[src/hdl/postfix_regex_to_nfa_builder_core_defines.svh]
// Assertion macros shared by the NFA builder modules.
`ifndef POSTFIX_REGEX_TO_NFA_BUILDER_CORE_DEFINES_SVH
`define POSTFIX_REGEX_TO_NFA_BUILDER_CORE_DEFINES_SVH

`ifndef ASSERT_OFF
// Checked only outside reset.
`define PRN_ASSERT(lbl, clk, rst_n, prop) \
  lbl: assert property (@(posedge clk) disable iff (!rst_n) prop) \
    else $error("prnfa assertion failed");
// Checked at every edge, reset included.
`define PRN_ASSERT_ALWAYS(lbl, clk, prop) \
  lbl: assert property (@(posedge clk) prop) \
    else $error("prnfa assertion failed");
`else
`define PRN_ASSERT(lbl, clk, rst_n, prop)
`define PRN_ASSERT_ALWAYS(lbl, clk, prop)
`endif

`endif

[src/hdl/prnfa_pkg.sv]
package prnfa_pkg;

  // Sizing
  localparam int FRAG_DEPTH = 16;
  localparam int MAX_STATES = 256;
  localparam int SNUM_W     = $clog2(MAX_STATES);
  localparam int CNT_W      = $clog2(FRAG_DEPTH + 1);
  localparam int CTR_W      = $clog2(MAX_STATES + 1);
  localparam int CTR_X_W    = CTR_W + 1;
  localparam int RUN_LEN    = 4;

  // Label carried on epsilon edges ('e')
  localparam logic [7:0] EPS_LABEL = 8'h65;

  // Token kind codes on the input port
  localparam logic [2:0] KIND_SYM  = 3'd0;
  localparam logic [2:0] KIND_ALT  = 3'd1;
  localparam logic [2:0] KIND_CAT  = 3'd2;
  localparam logic [2:0] KIND_STAR = 3'd3;
  localparam logic [2:0] KIND_END  = 3'd4;

  // Error codes
  localparam logic [1:0] ERR_NONE      = 2'd0;
  localparam logic [1:0] ERR_UNDERFLOW = 2'd1;
  localparam logic [1:0] ERR_OVERFLOW  = 2'd2;
  localparam logic [1:0] ERR_EXHAUSTED = 2'd3;

  typedef enum logic [2:0] {
    OP_SYM,
    OP_ALT,
    OP_CAT,
    OP_STAR,
    OP_END
  } op_t;

  typedef enum logic [1:0] {
    STK_HOLD,
    STK_PUSH,
    STK_POP,
    STK_TOP
  } stk_op_t;

  // Classified token word between front and back
  typedef struct packed {
    op_t        op;
    logic [7:0] symbol;
  } tok_t;

  // One result word
  typedef struct packed {
    logic [7:0] from_state;
    logic [7:0] to_state;
    logic [7:0] edge_symbol;
    logic       is_epsilon;
    logic       is_final_report;
    logic [4:0] fragments_left;
    logic [1:0] error_code;
    logic       last_of_run;
  } res_t;

endpackage

[src/hdl/prnfa_front.sv]
`include "postfix_regex_to_nfa_builder_core_defines.svh"

module prnfa_front (
  input  logic            clk,
  input  logic            rst_n,
  input  logic            in_valid,
  output logic            in_ready,
  input  logic [2:0]      in_token_kind,
  input  logic [7:0]      in_symbol,
  output logic            tok_valid,
  input  logic            tok_ready,
  output prnfa_pkg::tok_t tok
);
  import prnfa_pkg::*;

  tok_t       q_r [2];
  logic       q_wp_r;
  logic       q_rp_r;
  logic [1:0] q_cnt_r;
  logic       known;
  op_t        op;
  logic       push;
  logic       pop;

  // Classify the token; unknown kinds are dropped here
  always_comb begin
    known = 1'b1;
    op    = OP_SYM;
    unique case (in_token_kind)
      KIND_SYM:  op = OP_SYM;
      KIND_ALT:  op = OP_ALT;
      KIND_CAT:  op = OP_CAT;
      KIND_STAR: op = OP_STAR;
      KIND_END:  op = OP_END;
      default:   known = 1'b0;
    endcase
  end

  assign in_ready  = (q_cnt_r != 2'd2);
  assign tok_valid = (q_cnt_r != 2'd0);
  assign tok       = q_r[q_rp_r];
  assign push      = in_valid && in_ready && known;
  assign pop       = tok_valid && tok_ready;

  // Queue pointers and fill count
  always_ff @(posedge clk) begin
    if (!rst_n) begin
      q_wp_r  <= 1'b0;
      q_rp_r  <= 1'b0;
      q_cnt_r <= 2'd0;
    end else begin
      if (push) q_wp_r <= ~q_wp_r;
      if (pop)  q_rp_r <= ~q_rp_r;
      unique case ({push, pop})
        2'b10:   q_cnt_r <= q_cnt_r + 2'd1;
        2'b01:   q_cnt_r <= q_cnt_r - 2'd1;
        default: q_cnt_r <= q_cnt_r;
      endcase
    end
  end

  // Queue storage
  always_ff @(posedge clk) begin
    if (push) q_r[q_wp_r] <= '{op: op, symbol: in_symbol};
  end

  `PRN_ASSERT(a_q_bound, clk, rst_n, q_cnt_r <= 2'd2)
  `PRN_ASSERT(a_q_push_seen, clk, rst_n, (push && q_cnt_r == 2'd0) |=> tok_valid)
  `PRN_ASSERT_ALWAYS(a_q_rst_empty, clk, !rst_n |=> (q_cnt_r == 2'd0 && !tok_valid))

endmodule

[src/hdl/prnfa_back.sv]
`include "postfix_regex_to_nfa_builder_core_defines.svh"

module prnfa_back (
  input  logic            clk,
  input  logic            rst_n,
  input  logic            tok_valid,
  output logic            tok_ready,
  input  prnfa_pkg::tok_t tok,
  output logic            out_valid,
  input  logic            out_ready,
  output prnfa_pkg::res_t out_res
);
  import prnfa_pkg::*;

  // Fragment stack, top at entry 0
  logic [SNUM_W-1:0] stk_start_r  [FRAG_DEPTH];
  logic [SNUM_W-1:0] stk_accept_r [FRAG_DEPTH];
  logic [CNT_W-1:0]  cnt_r, cnt_nxt;
  logic [CTR_W-1:0]  nxt_r, nxt_nxt;

  // Result run buffer and output register
  res_t              run_r [RUN_LEN];
  res_t              run_nxt [RUN_LEN];
  logic [2:0]        left_r, left_nxt;
  logic [1:0]        idx_r, idx_nxt;
  res_t              out_r;
  logic              out_valid_r;

  logic              take;
  logic              out_load;
  logic              room;
  logic [SNUM_W-1:0] s_num, l_num;
  logic [SNUM_W-1:0] top_s, top_a, sec_s, sec_a;
  logic [SNUM_W-1:0] new_s, new_a;
  stk_op_t           stk_op;

  function automatic res_t mk_edge(logic [SNUM_W-1:0] f, logic [SNUM_W-1:0] t,
                                   logic [7:0] sym, logic eps, logic last);
    res_t r;
    r             = '0;
    r.from_state  = 8'(f);
    r.to_state    = 8'(t);
    r.edge_symbol = sym;
    r.is_epsilon  = eps;
    r.last_of_run = last;
    return r;
  endfunction

  function automatic res_t mk_err(logic [1:0] code);
    res_t r;
    r             = '0;
    r.error_code  = code;
    r.last_of_run = 1'b1;
    return r;
  endfunction

  assign top_s    = stk_start_r[0];
  assign top_a    = stk_accept_r[0];
  assign sec_s    = stk_start_r[1];
  assign sec_a    = stk_accept_r[1];
  assign s_num    = nxt_r[SNUM_W-1:0];
  assign l_num    = s_num + SNUM_W'(1);
  assign room     = (CTR_X_W'(nxt_r) + CTR_X_W'(2)) <= CTR_X_W'(MAX_STATES);
  assign out_load = (left_r != 3'd0) && (!out_valid_r || out_ready);
  assign tok_ready = (left_r == 3'd0) || (left_r == 3'd1 && out_load);
  assign take     = tok_valid && tok_ready;

  // Execute a token: build its run of results and the stack update
  always_comb begin
    run_nxt  = run_r;
    left_nxt = left_r;
    idx_nxt  = idx_r;
    cnt_nxt  = cnt_r;
    nxt_nxt  = nxt_r;
    stk_op   = STK_HOLD;
    new_s    = s_num;
    new_a    = l_num;
    if (out_load) begin
      left_nxt = left_r - 3'd1;
      idx_nxt  = idx_r + 2'd1;
    end
    if (take) begin
      idx_nxt    = 2'd0;
      left_nxt   = 3'd1;
      run_nxt[0] = mk_err(ERR_UNDERFLOW);
      unique case (tok.op)
        OP_SYM: begin
          if (cnt_r == CNT_W'(FRAG_DEPTH)) begin
            run_nxt[0] = mk_err(ERR_OVERFLOW);
          end else if (!room) begin
            run_nxt[0] = mk_err(ERR_EXHAUSTED);
          end else begin
            run_nxt[0] = mk_edge(s_num, l_num, tok.symbol, 1'b0, 1'b1);
            stk_op     = STK_PUSH;
            cnt_nxt    = cnt_r + CNT_W'(1);
            nxt_nxt    = nxt_r + CTR_W'(2);
          end
        end
        OP_ALT: begin
          if (cnt_r < CNT_W'(2)) begin
            run_nxt[0] = mk_err(ERR_UNDERFLOW);
          end else if (!room) begin
            run_nxt[0] = mk_err(ERR_EXHAUSTED);
          end else begin
            run_nxt[0] = mk_edge(s_num, top_s, EPS_LABEL, 1'b1, 1'b0);
            run_nxt[1] = mk_edge(s_num, sec_s, EPS_LABEL, 1'b1, 1'b0);
            run_nxt[2] = mk_edge(top_a, l_num, EPS_LABEL, 1'b1, 1'b0);
            run_nxt[3] = mk_edge(sec_a, l_num, EPS_LABEL, 1'b1, 1'b1);
            left_nxt   = 3'd4;
            stk_op     = STK_POP;
            cnt_nxt    = cnt_r - CNT_W'(1);
            nxt_nxt    = nxt_r + CTR_W'(2);
          end
        end
        OP_CAT: begin
          if (cnt_r < CNT_W'(2)) begin
            run_nxt[0] = mk_err(ERR_UNDERFLOW);
          end else begin
            run_nxt[0] = mk_edge(sec_a, top_s, EPS_LABEL, 1'b1, 1'b1);
            stk_op     = STK_POP;
            new_s      = sec_s;
            new_a      = top_a;
            cnt_nxt    = cnt_r - CNT_W'(1);
          end
        end
        OP_STAR: begin
          if (cnt_r == CNT_W'(0)) begin
            run_nxt[0] = mk_err(ERR_UNDERFLOW);
          end else if (!room) begin
            run_nxt[0] = mk_err(ERR_EXHAUSTED);
          end else begin
            run_nxt[0] = mk_edge(s_num, top_s, EPS_LABEL, 1'b1, 1'b0);
            run_nxt[1] = mk_edge(s_num, l_num, EPS_LABEL, 1'b1, 1'b0);
            run_nxt[2] = mk_edge(top_a, top_s, EPS_LABEL, 1'b1, 1'b0);
            run_nxt[3] = mk_edge(top_a, l_num, EPS_LABEL, 1'b1, 1'b1);
            left_nxt   = 3'd4;
            stk_op     = STK_TOP;
            nxt_nxt    = nxt_r + CTR_W'(2);
          end
        end
        OP_END: begin
          if (cnt_r == CNT_W'(0)) begin
            run_nxt[0] = mk_err(ERR_UNDERFLOW);
          end else begin
            run_nxt[0]                 = mk_edge(top_s, top_a, 8'd0, 1'b0, 1'b1);
            run_nxt[0].is_final_report = 1'b1;
            run_nxt[0].fragments_left  = 5'(cnt_r);
            cnt_nxt                    = '0;
            nxt_nxt                    = '0;
          end
        end
      endcase
    end
  end

  // Control state
  always_ff @(posedge clk) begin
    if (!rst_n) begin
      cnt_r       <= '0;
      nxt_r       <= '0;
      left_r      <= 3'd0;
      idx_r       <= 2'd0;
      out_valid_r <= 1'b0;
    end else begin
      cnt_r  <= cnt_nxt;
      nxt_r  <= nxt_nxt;
      left_r <= left_nxt;
      idx_r  <= idx_nxt;
      if (out_load)       out_valid_r <= 1'b1;
      else if (out_ready) out_valid_r <= 1'b0;
    end
  end

  // Payload: run buffer, output word, fragment stack
  always_ff @(posedge clk) begin
    run_r <= run_nxt;
    if (out_load) out_r <= run_r[idx_r];
    unique case (stk_op)
      STK_HOLD: ;
      STK_PUSH: begin
        for (int i = 1; i < FRAG_DEPTH; i++) begin
          stk_start_r[i]  <= stk_start_r[i-1];
          stk_accept_r[i] <= stk_accept_r[i-1];
        end
        stk_start_r[0]  <= new_s;
        stk_accept_r[0] <= new_a;
      end
      STK_POP: begin
        for (int i = 1; i < FRAG_DEPTH - 1; i++) begin
          stk_start_r[i]  <= stk_start_r[i+1];
          stk_accept_r[i] <= stk_accept_r[i+1];
        end
        stk_start_r[0]  <= new_s;
        stk_accept_r[0] <= new_a;
      end
      STK_TOP: begin
        stk_start_r[0]  <= new_s;
        stk_accept_r[0] <= new_a;
      end
    endcase
  end

  assign out_valid = out_valid_r;
  assign out_res   = out_r;

  `PRN_ASSERT(a_cnt_bound, clk, rst_n, cnt_r <= CNT_W'(FRAG_DEPTH))
  `PRN_ASSERT(a_end_clears, clk, rst_n, (take && tok.op == OP_END && cnt_r != '0) |=> (cnt_r == '0 && nxt_r == '0))
  `PRN_ASSERT(a_run_last, clk, rst_n, (out_load && left_r == 3'd1) |=> (out_valid_r && out_r.last_of_run))

endmodule

[src/hdl/postfix_regex_to_nfa_builder_core.sv]
// Postfix regular expression to Thompson epsilon-NFA builder.
// Input channel (in_valid/in_ready): one token word per handshake, kind and
// symbol. Kinds 5 to 7 are taken and dropped without any result.
// Output channel (out_valid/out_ready): one transition, final report or error
// word per handshake; last_of_run marks the last word of a token.
// With the back end idle, the first word of a token passes the queue entry,
// the run buffer and the output register in turn. Throughput: one output word
// per cycle while out_ready is high, so symbol, concatenation and end tokens
// run at one per cycle; a built alternation or star gives four words. The output
// register, loaded from a 4-word run buffer, sets this rate.
// A 2-word token queue sits between the classifying front and the executing
// back, so input acceptance continues while the back end drains a run.
// Reset (rst_n low, synchronous) empties the queue, the fragment stack and the
// state counter, and drops any pending output word.
// When the receiver stalls, the current word holds on the outputs, the run
// buffer and queue fill, and in_ready falls once the queue is full.
module postfix_regex_to_nfa_builder_core (
  input  logic       clk,
  input  logic       rst_n,
  input  logic       in_valid,
  output logic       in_ready,
  input  logic [2:0] in_token_kind,
  input  logic [7:0] in_symbol,
  output logic       out_valid,
  input  logic       out_ready,
  output logic [7:0] out_from_state,
  output logic [7:0] out_to_state,
  output logic [7:0] out_edge_symbol,
  output logic       out_is_epsilon,
  output logic       out_is_final_report,
  output logic [4:0] out_fragments_left,
  output logic [1:0] out_error_code,
  output logic       out_last_of_run
);
  import prnfa_pkg::*;

  tok_t tok;
  logic tok_valid;
  logic tok_ready;
  res_t res;

  prnfa_front u_front (
    .clk           (clk),
    .rst_n         (rst_n),
    .in_valid      (in_valid),
    .in_ready      (in_ready),
    .in_token_kind (in_token_kind),
    .in_symbol     (in_symbol),
    .tok_valid     (tok_valid),
    .tok_ready     (tok_ready),
    .tok           (tok)
  );

  prnfa_back u_back (
    .clk       (clk),
    .rst_n     (rst_n),
    .tok_valid (tok_valid),
    .tok_ready (tok_ready),
    .tok       (tok),
    .out_valid (out_valid),
    .out_ready (out_ready),
    .out_res   (res)
  );

  // Split the result word onto its ports
  assign out_from_state      = res.from_state;
  assign out_to_state        = res.to_state;
  assign out_edge_symbol     = res.edge_symbol;
  assign out_is_epsilon      = res.is_epsilon;
  assign out_is_final_report = res.is_final_report;
  assign out_fragments_left  = res.fragments_left;
  assign out_error_code      = res.error_code;
  assign out_last_of_run     = res.last_of_run;

endmodule

[config.mk]
export PLATFORM = sky130hd
export DESIGN_NAME = postfix_regex_to_nfa_builder_core
export DESIGN_NICKNAME = d
export VERILOG_FILES = /design/src/hdl/prnfa_pkg.sv /design/src/hdl/prnfa_front.sv /design/src/hdl/prnfa_back.sv /design/src/hdl/postfix_regex_to_nfa_builder_core.sv
export VERILOG_INCLUDE_DIRS = /design/src /design/src/hdl
export SDC_FILE = /design/constraint.sdc
export NUM_CORES = 1
export LEC_CHECK = 0
export BUFFER_PORTS_ARGS = -buffer_cell sky130_fd_sc_hd__buf_4
export CELL_PAD_IN_SITES_DETAIL_PLACEMENT = 1
export CELL_PAD_IN_SITES_GLOBAL_PLACEMENT = 2
export CORE_UTILIZATION = 47
export CTS_BUF_LIST = sky130_fd_sc_hd__clkbuf_16
export CTS_CLUSTER_SIZE = 16
export DETAILED_ROUTE_END_ITERATION = 8
export PLACE_DENSITY_LB_ADDON = 0.1
export SYNTH_ARGS = -nofsm -noshare
export SYNTH_HDL_FRONTEND = slang
export SYNTH_SLANG_ARGS = --single-unit
[constraint.sdc]
create_clock -name clk -period 11.12 [get_ports clk]
set_input_delay 3.336 -clock clk [delete_from_list [all_inputs] [get_ports clk]]
set_output_delay 3.336 -clock clk [all_outputs]
set_load 0.01 [all_outputs]
[After elaboration in Yosys (flattened, before gate mapping)]
Memories as Yosys holds them, arrays and structs flattened. A register that Yosys moved wholly into a read port is not among the register bits.
Index checks and enable logic that the tools add are counted.
Storage, ports and cells
  register bits after elaboration: 194
  memories kept: 3
  word-level logic and storage cells: 245
  input port bits: 15
  output and inout bits: 36
  memory bits (writable): 278
Memories
  u_back.stk_accept_r: depth 16, bits a word 8, read ports 16, clocked after Yosys merged registers in 0, write ports 16, RTL line prnfa_back.sv:17  | logic [SNUM_W-1:0] stk_accept_r [FRAG_DEPTH];
  u_back.stk_start_r: depth 16, bits a word 8, read ports 16, clocked after Yosys merged registers in 0, write ports 16, RTL line prnfa_back.sv:16  | logic [SNUM_W-1:0] stk_start_r [FRAG_DEPTH];
  u_front.q_r: depth 2, bits a word 11, read ports 1, clocked after Yosys merged registers in 1, write ports 1, RTL line prnfa_front.sv:16  | tok_t q_r [2];
Cells by class
  bitwise logic cells: 36
  add/subtract/negate cells: 9
  $lt $le $gt $ge: 3
  reductions and logical operators: 25
  muxes and demuxes: 97
  eq/ne operators: 24
Operators by type and width (number)
  two-way mux 102 bit: 4
  two-way mux 34 bit: 9
  two-way mux 8 bit: 38
  case mux 102 bit (2 select lines): 1
  case mux 34 bit (5 select lines): 1
  binary-select mux 34 bit (select 2 bit): 1
  two-way mux 9 bit: 5
  case mux 9 bit (4 select lines): 1
  bitwise OR 1 bit: 32
  two-way mux 5 bit: 6
  case mux 5 bit (4 select lines): 1
  two-way mux 3 bit: 5
  two-way mux 1 bit: 14
  two-way mux 2 bit: 7
  equality test 3 x 2 -> 1 bit (second input constant): 4
  != test 2 bit (second input constant): 6
  case mux 3 bit (4 select lines): 1
  AND reduction 6 bit: 2
  adder 9 x 2 -> 10 bit (second input constant): 1
  less-or-equal comparator 10 x 9 -> 1 bit (second input constant): 1
  nonzero test 2 bit: 5
  adder 9 x 2 -> 9 bit (second input constant): 1
  equality test 3 x 1 -> 1 bit (second input constant): 3
  zero test 3 bit: 3
  other kinds (27): 42

[Depth between registers and ports, before layout]
Gate-level depths: netlist of run 1.
  depth in word-level cells: 12
  gate-level depth with buffers: 14
  depth with buffers taken out: 12

[Hierarchy]
A second synthesis of run 1 with hierarchy kept.
Unflattened totals
  cells, all modules: 1036
  area, all modules: 17589.4 um2
Modules (own cells, without submodules)
  prnfa_back: cells an instance 973, times used 1, area an instance 16543.4 um2, seq. area each 11370.9 um2
  prnfa_front: cells an instance 63, times used 1, area an instance 1046.0 um2, seq. area each 760.7 um2

[Worst setup path after synthesis of run 1]
No wires, ideal clock.
  path kind: input-to-reg
  start: in out_ready
  end: mem u_back.stk_accept_r[10][0] (netlist name), enable pin
  arrival: 9554 ps
  stages on the path: 7
  data required time: 10534 ps
  setup time: 586 ps
  buffers on the path: 1
  path slack: 980 ps
  cells stage by stage: nand2b_1 -> a21oi_1 -> or3_1 -> clkbuf_1 -> inv_2 -> nand4_1 -> ha_1
RTL lines
  start: declaration: RTL line postfix_regex_to_nfa_builder_core.sv:25  | input logic out_ready,
  end: declaration: RTL line prnfa_back.sv:17

==> results.toml, run 1 <==
[run_status]
run_status = "finished clean"

[grt]
global_route.usage.met3 = 0.0300
grt.met2_usage = 0.262
global_route.peak_usage_layer = "met2"
antenna_found_initial = 0
first_global_vias = 9049
grt_pass1_wl_microns = 51000
grt_start_max_net_pins = 198
globalRouteOverflowTotal = 0
grt_use_met1 = 0.252
grt.total_usage = 0.173

[placed_design]
place_congestion = 0.743
io_buffer_count = 50
hpwl_microns = 19200

[pwr]
power_report.internal_total_uw = 3180
netSwitchingFraction = 0.264
total_power_uw = 4330
net-switching-power_uw = 1140
power.sequential.fraction = 0.489
power_frac_clock = 0.322
share_comb_of_total_power = 0.189
power.density_cell_area_nw_per_um2 = 220
vdd_ir_drop_max_mv = 0.127
total_leakage_power_uw = 0.00658

[synthesis]
synth_ff_type = "sky130_fd_sc_hd__edfxtp_1"
synth_top_area_share = 0.668
ys_warn_count = 0
synth.largest_area_cell = "sky130_fd_sc_hd__edfxtp_1"
syn-instance-count = 1033
synth.yosys.seq_area_share = 0.695
synth_seq_cells = 412
post_synth.cell_area_avg_sq_um = 16.9
synth_cell_types = 59
synth_area_sq_um = 17500
top_cells_by_area_synth = "sky130_fd_sc_hd__edfxtp_1 67%, sky130_fd_sc_hd__mux2_2 16%, sky130_fd_sc_hd__dfxtp_1 2.8%, sky130_fd_sc_hd__mux4_2 1.8%, sky130_fd_sc_hd__mux2i_1 1.0%"
postSynthNetCount = 1061
number_of_enable_type_register_cells_in_the_synthesized_netlist = 388
synthArstFlopShare = 0

[setup_path]
timing.critical_path.slowest_stage_cell = "sky130_fd_sc_hd__buf_12"
crit_cells = 8
timing.critical_path.arrival_ps = 6450
timing.reg2reg.worst_path_depth = 10
critPathLaunchType = "input pin"
required_time_at_the_endpoint_of_the_critical_path_ps = 11290
r2r_setup_slk_ps = 6250
startpoint_of_the_worst_setup_timing_path = "out_ready"
timing.critical_path.buf_inv = 3
cp_slowest_stage_delay_ps = 620
crit_chain = "buf_4 -> nand2b_1 -> a21oi_1 -> or3_1 -> nor3_1 -> inv_1 -> ha_4 -> buf_12"
crit-reg2reg-launch = "u_back.nxt_r[1]"
timing.critical_path.max_delay_family = "simple AND/OR/NAND/NOR gates"
critical_path_peak_fanout = 197
crit_end = "u_back.stk_accept_r[14][1]"
worst-setup-path-type = "input pin to flop"
crit_path_end_kind = "flop"
critical_path.reg2reg.endpoint = "u_back.stk_accept_r[14][1]"

[route]
vias = 8697
drtPass1Iterations = 5
initialDrtViolationCount = 599
drtAntennaViolNets = 0
finalWirelength_microns = 31800
vias_per_cell = 5.49
drcViolationCount = 0
route.detailed.wl_per_inst_microns = 20.0

[die]
floorplan.initialDensity = 0.477
core.rowCount = 70
die_width_microns = 195
height_of_the_die_microns = 195
io-pin-count = 51
core_sq_um = 36600
die_area_sq_um = 37900

[clock_network]
post_cts_clock_slew_at_the_launch_and_capture_registers_of_the_worst_setup_and_hold_paths_ps = 60
cts_sinks = 412
post-cts-setup-buffer-count = 0
hold_buffers = 0
cts_made_buffers = 44
cts_max_path_buffers = 3
ctsHtreeMaxLevel = 2
post_cts_resized = 0
tritoncts = "built"
ctsRootBufferMaster = "sky130_fd_sc_hd__clkbuf_16"
clk-insertion-delay-late_ps = 560

[sta]
max-slew-margin-rel = 0.175
tightest_pin_transition_ps = 1240
layout_min_cycle_time_ps = 6280
grt_setup_unrepaired = "no"
setup_tns_ps = 0
finalSetupViolations = 0
min_period_over_period = 0.564
fmax_mhz = 159
timing_max_transition_violations_final = 0
finalClockSkew_ps = 23.5
number_of_failing_hold_endpoints_at_the_final_stage = 0

[finish]
final_net_count = 1111
insertedDiodeCount = 0
drive_gt1_frac = 0.362
area_delta_synth_final_pct = 13.0
fin_util = 0.539

[flow_run]
maxCapViolCount = 0

[min_path]
worst_hold_path_type = "flop to flop"
## routing by layer
metal / vias to the layer above / wire length (microns)
li1: 4082 / -
met1: 4450 / 15600
met2: 115 / 14300
met3: 50 / 1110
met4: 0 / 680
met5: - / 0
## Yosys cell counts (all sizes together), types with 2 or more instances
library cell / count
a222oi: 7
nand2: 31
o21ai: 23
xnor2: 13
nor3b: 4
clkbuf: 38
nor2b: 5
nand3: 10
nor4: 3
and2: 19
and3: 5
nand2b: 4
a211oi: 4
o22ai: 2
ha: 12
nor3: 5
a32o: 4
or2: 4
mux4: 14
or3: 8
xor2: 3
a22oi: 7
nor2: 36
buf: 20
nand4: 3
a21o: 2
inv: 30
a21oi: 18
a22o: 2
mux2: 250
a32oi: 2
dfxtp: 24
o21a: 2
edfxtp: 388
mux2i: 18
## stage by stage
stage          instance area [sq um]  hold slack, ps  worst slack [ps]  std cells
6_report                       19700             448              4840       1585
5_1_grt                        19700             469              4660       1585
4_1_cts                        19700             444              4910       1585
3_5_place_dp                   18300             433              4310       1505
3_3_place_gp                   18300             426              4320       1505
2_1_floorplan                  17500             409               980       1033
## worst min path at each step
stage	startpoint	endpoint	depth (start not counted)
3_3_place_gp	u_back.stk_accept_r[14][6]	u_back.stk_accept_r[15][6]	0
4_1_cts	u_back.stk_accept_r[14][0]	u_back.stk_accept_r[15][0]	0
6_report	u_back.stk_accept_r[14][0]	u_back.stk_accept_r[15][0]	0
2_1_floorplan	u_back.nxt_r[6]	u_back.run_r[100]	0
5_1_grt	u_back.stk_accept_r[14][0]	u_back.stk_accept_r[15][0]	0
3_5_place_dp	u_back.stk_accept_r[14][6]	u_back.stk_accept_r[15][6]	0
## cells by family after synthesis
logic type | after synthesis | synth area share
xor+xnor | 16 | 0.00846
compound gates | 82 | 0.0346
buf+inv | 88 | 0.0202
simple gates | 140 | 0.0422
flops | 412 | 0.695
mux | 282 | 0.190
fa+ha+maj | 13 | 0.00975
## worst register-to-register path: stages, from the launching register on
cell	delay [ps]
sky130_fd_sc_hd__dfxtp_1	700
sky130_fd_sc_hd__ha_1	440
sky130_fd_sc_hd__xor2_1	110
sky130_fd_sc_hd__or4_4	440
sky130_fd_sc_hd__a22oi_4	200
sky130_fd_sc_hd__o21a_1	220
sky130_fd_sc_hd__a21oi_1	110
sky130_fd_sc_hd__nor3_1	430
sky130_fd_sc_hd__inv_1	230
sky130_fd_sc_hd__ha_4	570
sky130_fd_sc_hd__buf_12	630
## area by class of cell
class	count	area [sq um]
repair buffers	62	478
flip-flops and latches	412	12100
inverters	30	113
multi-input cells	533	5040
well taps	468	586
clock buffers	44	1100
fillers	3341	16900
clock inverters	36	269
## state kept, by name, summed over array words and instances, names as in the netlist, named ones only
name                 flops
u_back.idx_r             2
u_front.q_r             22
u_back.nxt_r             8
u_front.q_rp_r           1
u_front.q_cnt_r          2
u_back.run_r            77
u_back.left_r            3
u_front.q_wp_r           1
u_back.stk_accept_r    127
u_back.stk_start_r     128
u_back.out_valid         1
u_back.out_res          34
u_back.cnt_r             5
## power by group through the flow
stage | sequential, uW | combinational, uW | clock (uW)
6_report | 2120 | 819 | 1390
5_1_grt | 2140 | 896 | 1490
4_1_cts | 2120 | 837 | 1440
3_5_place_dp | 2150 | 833 | 0
3_3_place_gp | 2140 | 815 | 0
2_1_floorplan | 2160 | 524 | 0
## cell usage in the layout, fill, tap and decap left out, drive strengths merged, types with 3 or more instances in the layout
cell type,netlist,final
edfxtp,388,388
mux2,250,250
buf,20,62
clkbuf,38,44
inv,30,40
nor2,36,36
nand2,31,31
dfxtp,24,24
o21ai,23,23
clkinv,0,21
and2,19,19
mux2i,18,18
a21oi,18,18
mux4,14,14
xnor2,13,13
ha,12,12
nand3,10,10
or3,8,8
a222oi,7,7
a22oi,7,7
nor2b,5,5
and3,5,5
nor3,5,5
nand2b,4,4
a211oi,4,4
a32o,4,4
bufinv,0,4
or2,4,4
nor3b,4,4
xor2,3,3
nand4,3,3
nor4,3,3
No activity file was read; power rests on OpenSTA's default activity.
==> inputs of run 2 (changes only) <==
- clock period: 11.12 -> 5.9 ns (I/O delays scaled with it)
==> run 2 against run 1 <==
Effect of this change:
- die area did not move
- utilization up 0.17 points
- total power up 88%
- global-route usage is 0.36 points higher
- combinational power rose by 92%
- clock-buffer cell count increased by 2
- register-to-register slack got worse by 4900 ps
- critical path type is now flop to flop
- critical endpoint is now u_back.stk_accept_r[1][0]
- sequential share of layout area down 0.20 points
- critical path depth up 2
- via count is 0.53% higher
- final cell count grew 0.50%
- worst setup slack lost 3500 ps
==> results.toml, run 2 (same netlist as run 1, synthesis figures left out) <==
[finish]
most-common-layout-cells = "388 x sky130_fd_sc_hd__edfxtp_1, 250 x sky130_fd_sc_hd__mux2_2, 64 x sky130_fd_sc_hd__buf_4"
area_delta_synth_final_pct = 13.3
largest_register_ffs = 128
drive_gt1_frac = 0.360
final_net_count = 1118
insertedDiodeCount = 0
biggestRegsByFlops = "u_back.stk_start_r x128, u_back.stk_accept_r x127, u_back.run_r x77"
layout_commonest_cell = "sky130_fd_sc_hd__edfxtp_1"
post_layout_inst_area_sq_um = 19800
largest_register = "u_back.stk_start_r"

[grt]
globalRouteOverflowTotal = 0
grt_use_met1 = 0.261
global_route.peak_usage_layer = "met2"
global_route.usage.met3 = 0.0364
grt_pass1_wl_microns = 51800
grt.total_usage = 0.176
first_global_vias = 9058
grt_start_max_net_pins = 86
grt.met2_usage = 0.265
antenna_found_initial = 0

[clock_network]
ctsRootBufferMaster = "sky130_fd_sc_hd__clkbuf_16"
tritoncts = "built"
cts_made_buffers = 45
clk-insertion-delay-late_ps = 570
post_cts_resized = 0
post_cts_clock_slew_at_the_launch_and_capture_registers_of_the_worst_setup_and_hold_paths_ps = 60
ctsHtreeMaxLevel = 2
cts_sinks = 412
cts_max_path_buffers = 3
post-cts-setup-buffer-count = 0
hold_buffers = 0

[sta]
timing_max_transition_violations_final = 0
number_of_failing_hold_endpoints_at_the_final_stage = 0
fmax_mhz = 219
finalSetupViolations = 0
finalClockSkew_ps = 23.0
holdWs_ps = 449
grt_setup_unrepaired = "no"
tightest_pin_transition_ps = 1190
timing.final.ws_setup_ps = 1340
layout_min_cycle_time_ps = 4560
min_period_over_period = 0.773
max-slew-margin-rel = 0.205
setup_tns_ps = 0

[setup_path]
crit_path_end_kind = "flop"
cp_slowest_stage_delay_ps = 930
crit_chain = "mux2i_1 -> nand2_1 -> nor3b_1 -> buf_4 -> a21oi_1 -> buf_4 -> nor3_1 -> inv_1 -> ha_4 -> buf_12"
path_common_cell = "sky130_fd_sc_hd__buf_4"
worst-setup-path-type = "flop to flop"
timing.critical_path.max_delay_family = "buffers and inverters"
required_time_at_the_endpoint_of_the_critical_path_ps = 6110
timing.critical_path.buf_inv = 4
critical_path_peak_fanout = 85
timing.critical_path.arrival_ps = 4770
timing.critical_path.slowest_stage_cell = "sky130_fd_sc_hd__dfxtp_1"
critPathLaunchType = "flop"

[placed_design]
io_buffer_count = 50
hpwl_microns = 20200
place_congestion = 0.758
place_ws_ps = 1220
post_dp_cell_area_sq_um = 18400

[route]
initialDrtViolationCount = 592
vias = 8743
finalWirelength_microns = 32700
route.detailed.wl_per_inst_microns = 20.5
vias_per_cell = 5.49
drtPass1Iterations = 5
drtAntennaViolNets = 0
drcViolationCount = 0

[die]
io-pin-count = 51
floorplan.initialDensity = 0.477
height_of_the_die_microns = 195
core.rowCount = 70
die_width_microns = 195
die_area_sq_um = 37900
core_sq_um = 36600

[min_path]
worst_hold_path_type = "flop to flop"

[pwr]
vdd_ir_drop_max_mv = 0.262
total_leakage_power_uw = 0.00665
total_power_uw = 8160
power.density_cell_area_nw_per_um2 = 412

[run_status]
run_status = "finished clean"

[flow_run]
maxCapViolCount = 0
run 2: cell type report:
cell class              count  area, sq um
clock buffers              46         1150
repair buffers             68          561
inverters                  30          113
fillers                  3344        16800
clock inverters            36          205
well taps                 468          586
multi-input cells         533         5040
flip-flops and latches    412        12100
run 2: metrics by stage:
stage | utilization | instances
5_1_grt | 0.540 | 1593
3_5_place_dp | 0.503 | 1511
3_3_place_gp | 0.503 | 1511
4_1_cts | 0.540 | 1593
2_1_floorplan | - | 1033
6_report | 0.540 | 1593
run 2: power by group:
| part | internal, uW | switching, uW |
|---|---|---|
| clock network | 1490 | 1110 |
| registers | 3800 | 190 |
| logic | 678 | 890 |
| total | 5970 | 2190 |
run 2: worst paths after layout:
| path | from | end | slack (ps) | cells past startpoint |
|---|---|---|---|---|
| worst max-delay path | flop | u_back.stk_accept_r[1][0] | 1340 | 10 |
| worst min-delay path | u_back.stk_accept_r[14][4] | u_back.stk_accept_r[15][4] | 450 | 0 |
| worst max register to register | flop | u_back.stk_accept_r[1][0] | 1340 | 10 |
| worst min register to register | u_back.stk_accept_r[14][4] | u_back.stk_accept_r[15][4] | 450 | 0 |
run 2: metal layers:
layer | part of all wire | vias to the layer above | routed length [microns]
met5 | 0 | - | 0
met4 | 0.017 | 0 | 557
met3 | 0.040 | 45 | 1310
met2 | 0.45 | 140 | 14800
met1 | 0.49 | 4478 | 16100
li1 | - | 4080 | -
